[config.mk]
export PLATFORM = sky130hd
export DESIGN_NAME = tcp_flow_follow_filter
export DESIGN_NICKNAME = d
export VERILOG_FILES = /design/src/design/tff_pkg.sv /design/src/design/tcp_flow_follow_filter.sv /design/src/design/tff_cell.sv /design/src/design/tff_chain.sv
export SDC_FILE = /design/constraint.sdc
export NUM_CORES = 2
export LEC_CHECK = 0
export BUFFER_PORTS_ARGS = -buffer_cell sky130_fd_sc_hd__buf_2
export CORE_ASPECT_RATIO = 0.9
export CORE_MARGIN = 2
export CORE_UTILIZATION = 45
export CTS_CLUSTER_DIAMETER = 60
export DETAILED_ROUTE_END_ITERATION = 16
export PLACE_DENSITY = 0.66
export SYNTH_ARGS = -nofsm -noshare
export SYNTH_HDL_FRONTEND = slang
export SYNTH_SLANG_ARGS = --single-unit
export TNS_END_PERCENT = 50
[constraint.sdc]
create_clock -name clk -period 6.7 [get_ports clk]
set_input_delay 1.005 -clock clk [delete_from_list [all_inputs] [get_ports clk]]
set_output_delay 1.005 -clock clk [all_outputs]
set_load 0.02 [all_outputs]
[src/design/tff_pkg.sv]
// shared types and constants of the tcp flow-follow filter
// no dependencies; imported by every design file
package tff_pkg;

    localparam int NUM_ENTRIES = 16;
    localparam int IDX_W       = (NUM_ENTRIES > 1) ? $clog2(NUM_ENTRIES) : 1;
    localparam int SLOT_W      = 4;

    localparam logic [15:0] ETHERTYPE_IPV4 = 16'h0800;
    localparam logic [3:0]  IP_VER_4       = 4'd4;
    localparam logic [7:0]  PROTO_TCP      = 8'd6;
    localparam logic [1:0]  KIND_TCP       = 2'd3;
    localparam logic [7:0]  BUDGET_FREE    = 8'd2;
    localparam logic [7:0]  BUDGET_RESET   = 8'd5;

    localparam logic [2:0] REG_RULE_KIND      = 3'd0;
    localparam logic [2:0] REG_ON_CHECK_EN    = 3'd1;
    localparam logic [2:0] REG_ON_FLAG_MASK   = 3'd2;
    localparam logic [2:0] REG_OFF_CHECK_EN   = 3'd3;
    localparam logic [2:0] REG_OFF_FLAG_MASK  = 3'd4;
    localparam logic [2:0] REG_IGNORE_MODE    = 3'd5;
    localparam logic [2:0] REG_ACTION_DONE    = 3'd6;
    localparam logic [2:0] REG_FOLLOW_BUDGET  = 3'd7;

    typedef enum logic [1:0] {
        ST_IDLE,
        ST_SCAN,
        ST_FINISH
    } state_t;

    typedef struct packed {
        logic [31:0] src_addr;
        logic [31:0] dst_addr;
        logic [31:0] ports;
    } key_t;

    typedef struct packed {
        logic             active;
        logic             found;
        logic [IDX_W-1:0] hit_idx;
        logic             free_found;
        logic [IDX_W-1:0] free_idx;
    } token_t;

    typedef struct packed {
        logic             en;
        logic [IDX_W-1:0] idx;
    } wr_t;

    function automatic logic [SLOT_W-1:0] to_slot(input logic [IDX_W-1:0] idx);
        logic [31:0] wide;
        wide = 32'(idx);
        return wide[SLOT_W-1:0];
    endfunction

endpackage

[src/design/tcp_flow_follow_filter.sv]
// top level: config registers, packet classification and sequencing
// depends on tff_pkg and tff_chain
// A packet header is one input beat and gives exactly one result beat. A header
// that is not IPv4 TCP, or that arrives while the rule kind is not tcp, goes
// straight to the finish state without a search. A TCP header is searched in
// the flow table: a search token steps through the row of table cells one cell
// per cycle, then the finish state applies the allocation and loads the result
// register once the output is free. One header is in work at a time; the next is
// accepted once the result has been loaded, even while that result is stalled.
// No clearing pass is needed after reset.
module tcp_flow_follow_filter (
    input  logic        clk,
    input  logic        rst_n,
    input  logic        psel,
    input  logic        penable,
    input  logic        pwrite,
    input  logic [4:0]  paddr,
    input  logic [31:0] pwdata,
    output logic [31:0] prdata,
    output logic        pready,
    input  logic        in_valid,
    output logic        in_stall,
    input  logic [15:0] ether_type,
    input  logic [3:0]  ip_ver,
    input  logic [7:0]  ip_protocol,
    input  logic [31:0] src_addr,
    input  logic [31:0] dst_addr,
    input  logic [15:0] src_port,
    input  logic [15:0] dst_port,
    input  logic [7:0]  tcp_flags,
    output logic        out_valid,
    input  logic        out_stall,
    output logic        is_tcp,
    output logic        flow_hit,
    output logic        fire,
    output logic [3:0]  slot
);
    import tff_pkg::*;

    logic [1:0] rule_kind_reg;
    logic       on_check_enable_reg;
    logic [7:0] on_flag_mask_reg;
    logic       off_check_enable_reg;
    logic [7:0] off_flag_mask_reg;
    logic       ignore_mode_reg;
    logic       action_done_reg;
    logic [7:0] follow_budget_reg;

    state_t           state_reg, state_next;
    logic             start_reg;
    key_t             key_reg;
    logic             is_tcp_reg, applies_reg, cond_reg, enable_reg;
    token_t           res_reg;
    logic [IDX_W-1:0] victim_reg;
    logic             out_valid_reg, out_is_tcp_reg, out_hit_reg, out_fire_reg;
    logic [3:0]       out_slot_reg;

    logic             cfg_write;
    logic             accept;
    logic             in_is_tcp, in_applies, on_ok, off_ok;
    logic             out_free;
    logic             load_out;
    wr_t              wr;
    logic [IDX_W-1:0] alloc_idx;
    token_t           last_token;

    // configuration port
    assign pready    = 1'b1;
    assign cfg_write = psel && penable && pwrite;

    always_ff @(posedge clk or negedge rst_n)
    begin
        if (!rst_n)
        begin
            rule_kind_reg        <= KIND_TCP;
            on_check_enable_reg  <= 1'b0;
            on_flag_mask_reg     <= 8'd0;
            off_check_enable_reg <= 1'b0;
            off_flag_mask_reg    <= 8'd0;
            ignore_mode_reg      <= 1'b0;
            action_done_reg      <= 1'b0;
            follow_budget_reg    <= BUDGET_RESET;
        end
        else if (cfg_write)
        begin
            unique case (paddr[4:2])
                REG_RULE_KIND:     rule_kind_reg        <= pwdata[1:0];
                REG_ON_CHECK_EN:   on_check_enable_reg  <= pwdata[0];
                REG_ON_FLAG_MASK:  on_flag_mask_reg     <= pwdata[7:0];
                REG_OFF_CHECK_EN:  off_check_enable_reg <= pwdata[0];
                REG_OFF_FLAG_MASK: off_flag_mask_reg    <= pwdata[7:0];
                REG_IGNORE_MODE:   ignore_mode_reg      <= pwdata[0];
                REG_ACTION_DONE:   action_done_reg      <= pwdata[0];
                REG_FOLLOW_BUDGET: follow_budget_reg    <= pwdata[7:0];
            endcase
        end
    end

    always_comb
    begin
        unique case (paddr[4:2])
            REG_RULE_KIND:     prdata = 32'(rule_kind_reg);
            REG_ON_CHECK_EN:   prdata = 32'(on_check_enable_reg);
            REG_ON_FLAG_MASK:  prdata = 32'(on_flag_mask_reg);
            REG_OFF_CHECK_EN:  prdata = 32'(off_check_enable_reg);
            REG_OFF_FLAG_MASK: prdata = 32'(off_flag_mask_reg);
            REG_IGNORE_MODE:   prdata = 32'(ignore_mode_reg);
            REG_ACTION_DONE:   prdata = 32'(action_done_reg);
            REG_FOLLOW_BUDGET: prdata = 32'(follow_budget_reg);
        endcase
    end

    // header classification
    assign in_is_tcp  = (ether_type == ETHERTYPE_IPV4) && (ip_ver == IP_VER_4)
                        && (ip_protocol == PROTO_TCP);
    assign in_applies = in_is_tcp && (rule_kind_reg == KIND_TCP);
    assign on_ok      = !(on_check_enable_reg
                          && ((tcp_flags & on_flag_mask_reg) != on_flag_mask_reg));
    assign off_ok     = !(off_check_enable_reg
                          && ((~tcp_flags & off_flag_mask_reg) != off_flag_mask_reg));

    // sequencing
    always_comb
    begin
        state_next = state_reg;
        unique case (state_reg)
            ST_IDLE:
            begin
                if (in_valid)
                begin
                    state_next = in_applies ? ST_SCAN : ST_FINISH;
                end
            end
            ST_SCAN:
            begin
                if (last_token.active)
                begin
                    state_next = ST_FINISH;
                end
            end
            ST_FINISH:
            begin
                if (out_free)
                begin
                    state_next = ST_IDLE;
                end
            end
            default:
            begin
                state_next = ST_IDLE;
            end
        endcase
    end

    assign out_free  = !out_valid_reg || !out_stall;
    assign alloc_idx = res_reg.free_found ? res_reg.free_idx : victim_reg;

    always_comb
    begin
        in_stall = (state_reg != ST_IDLE);
        accept   = (state_reg == ST_IDLE) && in_valid;
        load_out = (state_reg == ST_FINISH) && out_free;
        wr.en    = load_out && applies_reg && enable_reg && cond_reg && !res_reg.found;
        wr.idx   = alloc_idx;
    end

    always_ff @(posedge clk or negedge rst_n)
    begin
        if (!rst_n)
        begin
            state_reg     <= ST_IDLE;
            start_reg     <= 1'b0;
            victim_reg    <= '0;
            out_valid_reg <= 1'b0;
        end
        else
        begin
            state_reg <= state_next;
            start_reg <= accept && in_applies;
            if (wr.en && !res_reg.free_found)
            begin
                victim_reg <= (victim_reg == IDX_W'(NUM_ENTRIES - 1)) ? '0
                              : victim_reg + 1'b1;
            end
            if (load_out)
            begin
                out_valid_reg <= 1'b1;
            end
            else if (!out_stall)
            begin
                out_valid_reg <= 1'b0;
            end
        end
    end

    always_ff @(posedge clk)
    begin
        if (accept)
        begin
            key_reg.src_addr <= src_addr;
            key_reg.dst_addr <= dst_addr;
            key_reg.ports    <= {src_port, dst_port};
            is_tcp_reg       <= in_is_tcp;
            applies_reg      <= in_applies;
            cond_reg         <= on_ok && off_ok;
            enable_reg       <= !ignore_mode_reg && !action_done_reg;
        end
        if (last_token.active)
        begin
            res_reg <= last_token;
        end
        if (load_out)
        begin
            out_is_tcp_reg <= is_tcp_reg;
            out_hit_reg    <= applies_reg && res_reg.found;
            out_fire_reg   <= applies_reg && enable_reg && (res_reg.found || cond_reg);
            if (applies_reg && res_reg.found)
            begin
                out_slot_reg <= to_slot(res_reg.hit_idx);
            end
            else if (wr.en)
            begin
                out_slot_reg <= to_slot(alloc_idx);
            end
            else
            begin
                out_slot_reg <= '0;
            end
        end
    end

    tff_chain u_chain (
        .clk           (clk),
        .rst_n         (rst_n),
        .start         (start_reg),
        .key           (key_reg),
        .wr            (wr),
        .follow_budget (follow_budget_reg),
        .last_token    (last_token)
    );

    assign out_valid = out_valid_reg;
    assign is_tcp    = out_is_tcp_reg;
    assign flow_hit  = out_hit_reg;
    assign fire      = out_fire_reg;
    assign slot      = out_slot_reg;

`ifndef SYNTHESIS
    a_hit_is_tcp: assert property (@(posedge clk) disable iff (!rst_n)
        out_valid && (flow_hit || fire) |-> is_tcp)
        else $error("hit or fire on a packet that is not tcp");

    a_idle_slot_zero: assert property (@(posedge clk) disable iff (!rst_n)
        out_valid && !flow_hit && !fire |-> slot == '0)
        else $error("slot set without hit or allocation");

    a_victim_moves_on_alloc: assert property (@(posedge clk) disable iff (!rst_n)
        !$stable(victim_reg) |-> $past(wr.en))
        else $error("victim pointer moved without an allocation");

    a_victim_range: assert property (@(posedge clk) disable iff (!rst_n)
        32'(victim_reg) < NUM_ENTRIES)
        else $error("victim pointer out of range");

    a_token_only_in_scan: assert property (@(posedge clk) disable iff (!rst_n)
        last_token.active |-> state_reg == ST_SCAN)
        else $error("search token finished outside a scan");
`endif

endmodule

[src/design/tff_cell.sv]
// one flow table entry with its compare and update logic
// depends on tff_pkg; instantiated by tff_chain
module tff_cell (
    input  logic                 clk,
    input  logic                 rst_n,
    input  logic [tff_pkg::IDX_W-1:0] cell_idx,
    input  tff_pkg::key_t        key,
    input  tff_pkg::wr_t         wr,
    input  logic [7:0]           follow_budget,
    input  tff_pkg::token_t      token_in,
    output tff_pkg::token_t      token_out
);
    import tff_pkg::*;

    logic        valid_reg, valid_next;
    key_t        key_reg;
    logic [7:0]  budget_reg, budget_next;
    token_t      token_reg, token_next;
    logic        match;
    logic        take_hit;
    logic        write_me;

    assign match    = valid_reg && (key_reg == key);
    assign take_hit = token_in.active && !token_in.found && match;
    assign write_me = wr.en && (wr.idx == cell_idx);

    always_comb
    begin
        token_next = token_in;
        if (take_hit)
        begin
            token_next.found   = 1'b1;
            token_next.hit_idx = cell_idx;
        end
        if (token_in.active && !valid_reg && !token_in.free_found)
        begin
            token_next.free_found = 1'b1;
            token_next.free_idx   = cell_idx;
        end
    end

    always_comb
    begin
        valid_next  = valid_reg;
        budget_next = budget_reg;
        if (write_me)
        begin
            valid_next  = 1'b1;
            budget_next = follow_budget;
        end
        else if (take_hit)
        begin
            budget_next = budget_reg - 8'd1;
            if (budget_reg == BUDGET_FREE)
            begin
                valid_next = 1'b0;
            end
        end
    end

    always_ff @(posedge clk or negedge rst_n)
    begin
        if (!rst_n)
        begin
            valid_reg <= 1'b0;
            token_reg <= '0;
        end
        else
        begin
            valid_reg <= valid_next;
            token_reg <= token_next;
        end
    end

    always_ff @(posedge clk)
    begin
        budget_reg <= budget_next;
        if (write_me)
        begin
            key_reg <= key;
        end
    end

    assign token_out = token_reg;

endmodule

[src/design/tff_chain.sv]
// row of flow table cells; a search token walks one cell per cycle
// depends on tff_pkg and tff_cell
module tff_chain (
    input  logic            clk,
    input  logic            rst_n,
    input  logic            start,
    input  tff_pkg::key_t   key,
    input  tff_pkg::wr_t    wr,
    input  logic [7:0]      follow_budget,
    output tff_pkg::token_t last_token
);
    import tff_pkg::*;

    token_t link [NUM_ENTRIES+1];

    assign link[0] = {start, {(2 * IDX_W + 2){1'b0}}};

    for (genvar k = 0; k < NUM_ENTRIES; k++)
    begin : g_cell
        tff_cell u_cell (
            .clk           (clk),
            .rst_n         (rst_n),
            .cell_idx      (IDX_W'(k)),
            .key           (key),
            .wr            (wr),
            .follow_budget (follow_budget),
            .token_in      (link[k]),
            .token_out     (link[k+1])
        );
    end

    assign last_token = link[NUM_ENTRIES];

endmodule

==> summary.md <==
| Metric | Value |
|---|---|
| Outcome | `complete, no violations` |
| Cell Pwr Density | `282 nW/µm²` |
| Routed length per placed instance | `28.7 µm` |
| Post-Route Skew | `0.0385 ns` |
| Post-route ant nets | `0` |
| Async set-or-reset flop fraction in the synthesized netlist | `0.101` |
| Growth of design area from synthesis to finish | `13.6%` |
| Post-synthesis cell count | `5496` |
| Overall track demand over capacity in global routing | `0.255` |
| Data required time at the worst endpoint | `7.20 ns` |
| Buffers inserted during post-CTS setup optimization | `0` |
| Number of global-route vias before repair | `45712` |
| Area leader, netlist | `edfxtp_1` |
| Fmax | `0.223 GHz` |
| Total number of clock tree sinks | `1981` |
| Leading cell type in the layout, fill and taps excluded | `edfxtp_1` |
| Count of distinct cell types in the synthesized netlist | `62` |
| Maximum number of pins on one net before global-route repair | `98` |
| Post-route setup TNS | `0 ns` |
| Total setup violations reported at the end of the flow | `0` |
| Average instance area after synthesis | `15.1 µm²` |
| Number of synthesized register bits | `1981` |
| Synth top area cells | `edfxtp_1, xor2_1, dfrtp_1, nor4_1, xnor2_1` |
| DRC violation total after the first TritonRoute iteration | `6466` |
| Global routing usage on met3 | `0.0393` |
| Number of enable-type register cells in the synthesized netlist | `1781` |
| Max FFs per register | `1536` |
| Routed WL | `243000 µm` |
| DRC errors left | `0` |
| Met2 GRT Util | `0.396` |
| Hold buffer count at CTS | `0` |
| Transition time of the tightest slew-check pin | `1.28 ns` |
| Yosys warning total | `0` |
| Static power due to leakage | `about 34 nW` |
| Pins Over Slew Limit | `0` |
| Ratio of cells with drive above 1 in the final layout | `0.128` |
| Number of violations of the max-capacitance limit | `0` |
| Die Outline Area | `188000 µm²` |
| Clock input transition at the sequential cells of the worst setup and hold paths | `0.06 ns` |
| Class of the most critical hold timing path | `in -> async` |
| Clock insertion delay at the later pin of the skew report | `0.83 ns` |
| Buffer cell driving the clock tree root | `clkbuf_16` |
| Most common flop cell mapped by yosys | `edfxtp_1` |
| Final hold violation count | `0` |
| Final Core Density | `0.516` |
| Netlist area before placement | `83200 µm²` |
| Minimum period implied by the final worst setup slack | `4.48 ns` |
| First-pass GRT wire length | `340000 µm` |
| Global-route met1 utilization | `0.370` |
| Die boundary width | `457 µm` |
| Starting density of the core | `0.454` |
| Routability-driven placement congestion ratio | `0.931` |
| Number of gates resized after CTS | `0` |
| RSZ-0062 raised after global routing | `false` |
| Nets@finish | `6073` |
| Count of buffering cells on the critical path with inverters included | `2` |
| Highest cell delay on the worst timing path | `0.81 ns` |
| Critical-path cell list | `nand4b_1 -> or3b_1 -> nor3_1 -> nand2_1 -> inv_4 -> buf_4` |
| Core Area | `183000 µm²` |
| Startpoint type of the worst setup path | `flop` |
| CTS tree | `built` |
| DPL Wire Length | `158000 µm` |
| Average via count per standard cell | `5.69` |
| Total number of vias | `between 40000 and 50000` |
| TritonCTS buffer count | `195` |
| Highest net fanout along the worst path | `56` |
| Initial antenna violation count | `15` |
| Port buffer count | `166` |
| First-pass DRT Iterations | `6` |
| Buffer levels on the longest clock path | `3` |
| Critical path capture point type | `flop` |
| Share of synthesized area occupied by flip-flops and latches | `0.703` |
| Max H-tree Level | `4` |
| Crit path max-delay family | `simple AND/OR/NAND/NOR gates` |
| WS Path Type | `reg -> reg` |
| Relative max-transition margin | `0.147` |
| Die Span Y | `between 400 and 500 µm` |
| Worst path arrival time | `4.98 ns` |
| Worst path slowest cell | `nor3_1` |
| Pwr Total | `26.7 mW` |
| Top library cells by usage in the layout, fill and taps aside | `edfxtp_1, xor2_1, nor4_1` |
| Std-Cell Rows | `149` |
| Ratio of final minimum period to clock period | `0.668` |
| Number of placed I/O pins | `218` |
| Share of Yosys cell area claimed by the top area cell type | `0.642` |
| Remaining Overflow, GRT | `0` |
| Most Used Layer, Global Route | `met2` |
| Maximum vdd drop | `292 µV` |
==> stage by stage <==
stage / cell area (µm²) / setup WS, ns / hold slack [ns] / std cells
final: 94600 / 2.22 / 0.224 / 8453
after global routing: 94600 / 2.05 / 0.251 / 8448
after CTS: 94600 / 2.34 / 0.211 / 8448
after detailed placement: 88300 / 2.00 / 0.387 / 8083
after global placement: 88300 / 1.98 / 0.387 / 8083
after floorplan: 83300 / 1.18 / 0.367 / 5519
==> cells by family after synthesis <==
kind of cell    Yosys count  synth area share
flops                  1981             0.703
simple gates           1252            0.0854
fa+ha+maj                33           0.00496
compound gates          228            0.0161
other cells               2         0.0000902
buf+inv                 365            0.0180
mux                      28           0.00373
xor+xnor               1607             0.169
==> cell type report <==
type                    instances  area (µm²)
diodes                          5        12.5
flip-flops and latches       1981       58500
repair buffers                408        2970
clock inverters               119        1050
clock buffers                 246        5200
fillers                     15056       88900
well taps                    2416        3020
multi-input cells            3173       23400
inverters                     105         434
==> cells in the mapped netlist (23+ instances only) <==
library cell and number:
or4_1 23, a21oi_1 105, inv_1 102, dfrtp_1 196, edfxtp_1 1781, nor2_1 192, ha_1 33, nor3_1 42
nor4_1 420, clkbuf_1 180, buf_1 34, mux2_2 24, nand2b_1 75, or2_2 29, nand3_1 32, nand2_1 147
nor4b_1 36, xnor2_1 267, o21ai_0 47, nor2b_1 41, nand4_1 147, xor2_1 1340, buf_4 25
==> where the power goes <==
| group | total, mW | internal, mW | switching (mW) |
|---|---|---|---|
| clock network | 10.8 | 6.11 | 4.74 |
| registers | 13.9 | 13.6 | 0.231 |
| logic | 1.97 | 0.554 | 1.42 |
| total | 26.7 | 20.3 | 6.39 |
==> metal layers <==
metal	vias up	share of wire
met5	-	0.000054
met4	2	0.028
met3	301	0.091
met2	2331	0.45
met1	24752	0.43
li1	20693	-
==> worst paths after layout <==
path | depth (start not counted) | end | from | slack, ns
worst min-delay path | 1 | u_chain.g_cell[15].u_cell.token_out[8] | rst_n | 0.22
worst max register to register | 6 | u_chain.g_cell[5].u_cell.key_reg[83] | res_reg[9] | 2.22
worst min register to register | 0 | u_chain.g_cell[9].u_cell.token_out[10] | u_chain.g_cell[8].u_cell.token_out[10] | 0.39
max in group asynchronous | 2 | u_chain.g_cell[4].u_cell.token_out[5] | rst_n | 5.18
worst max-delay path | 6 | u_chain.g_cell[5].u_cell.key_reg[83] | res_reg[9] | 2.22
min in group clk | 1 | key_reg[72] | src_addr[8] | 0.35
Note: power is estimated with default switching activity, not from simulation.
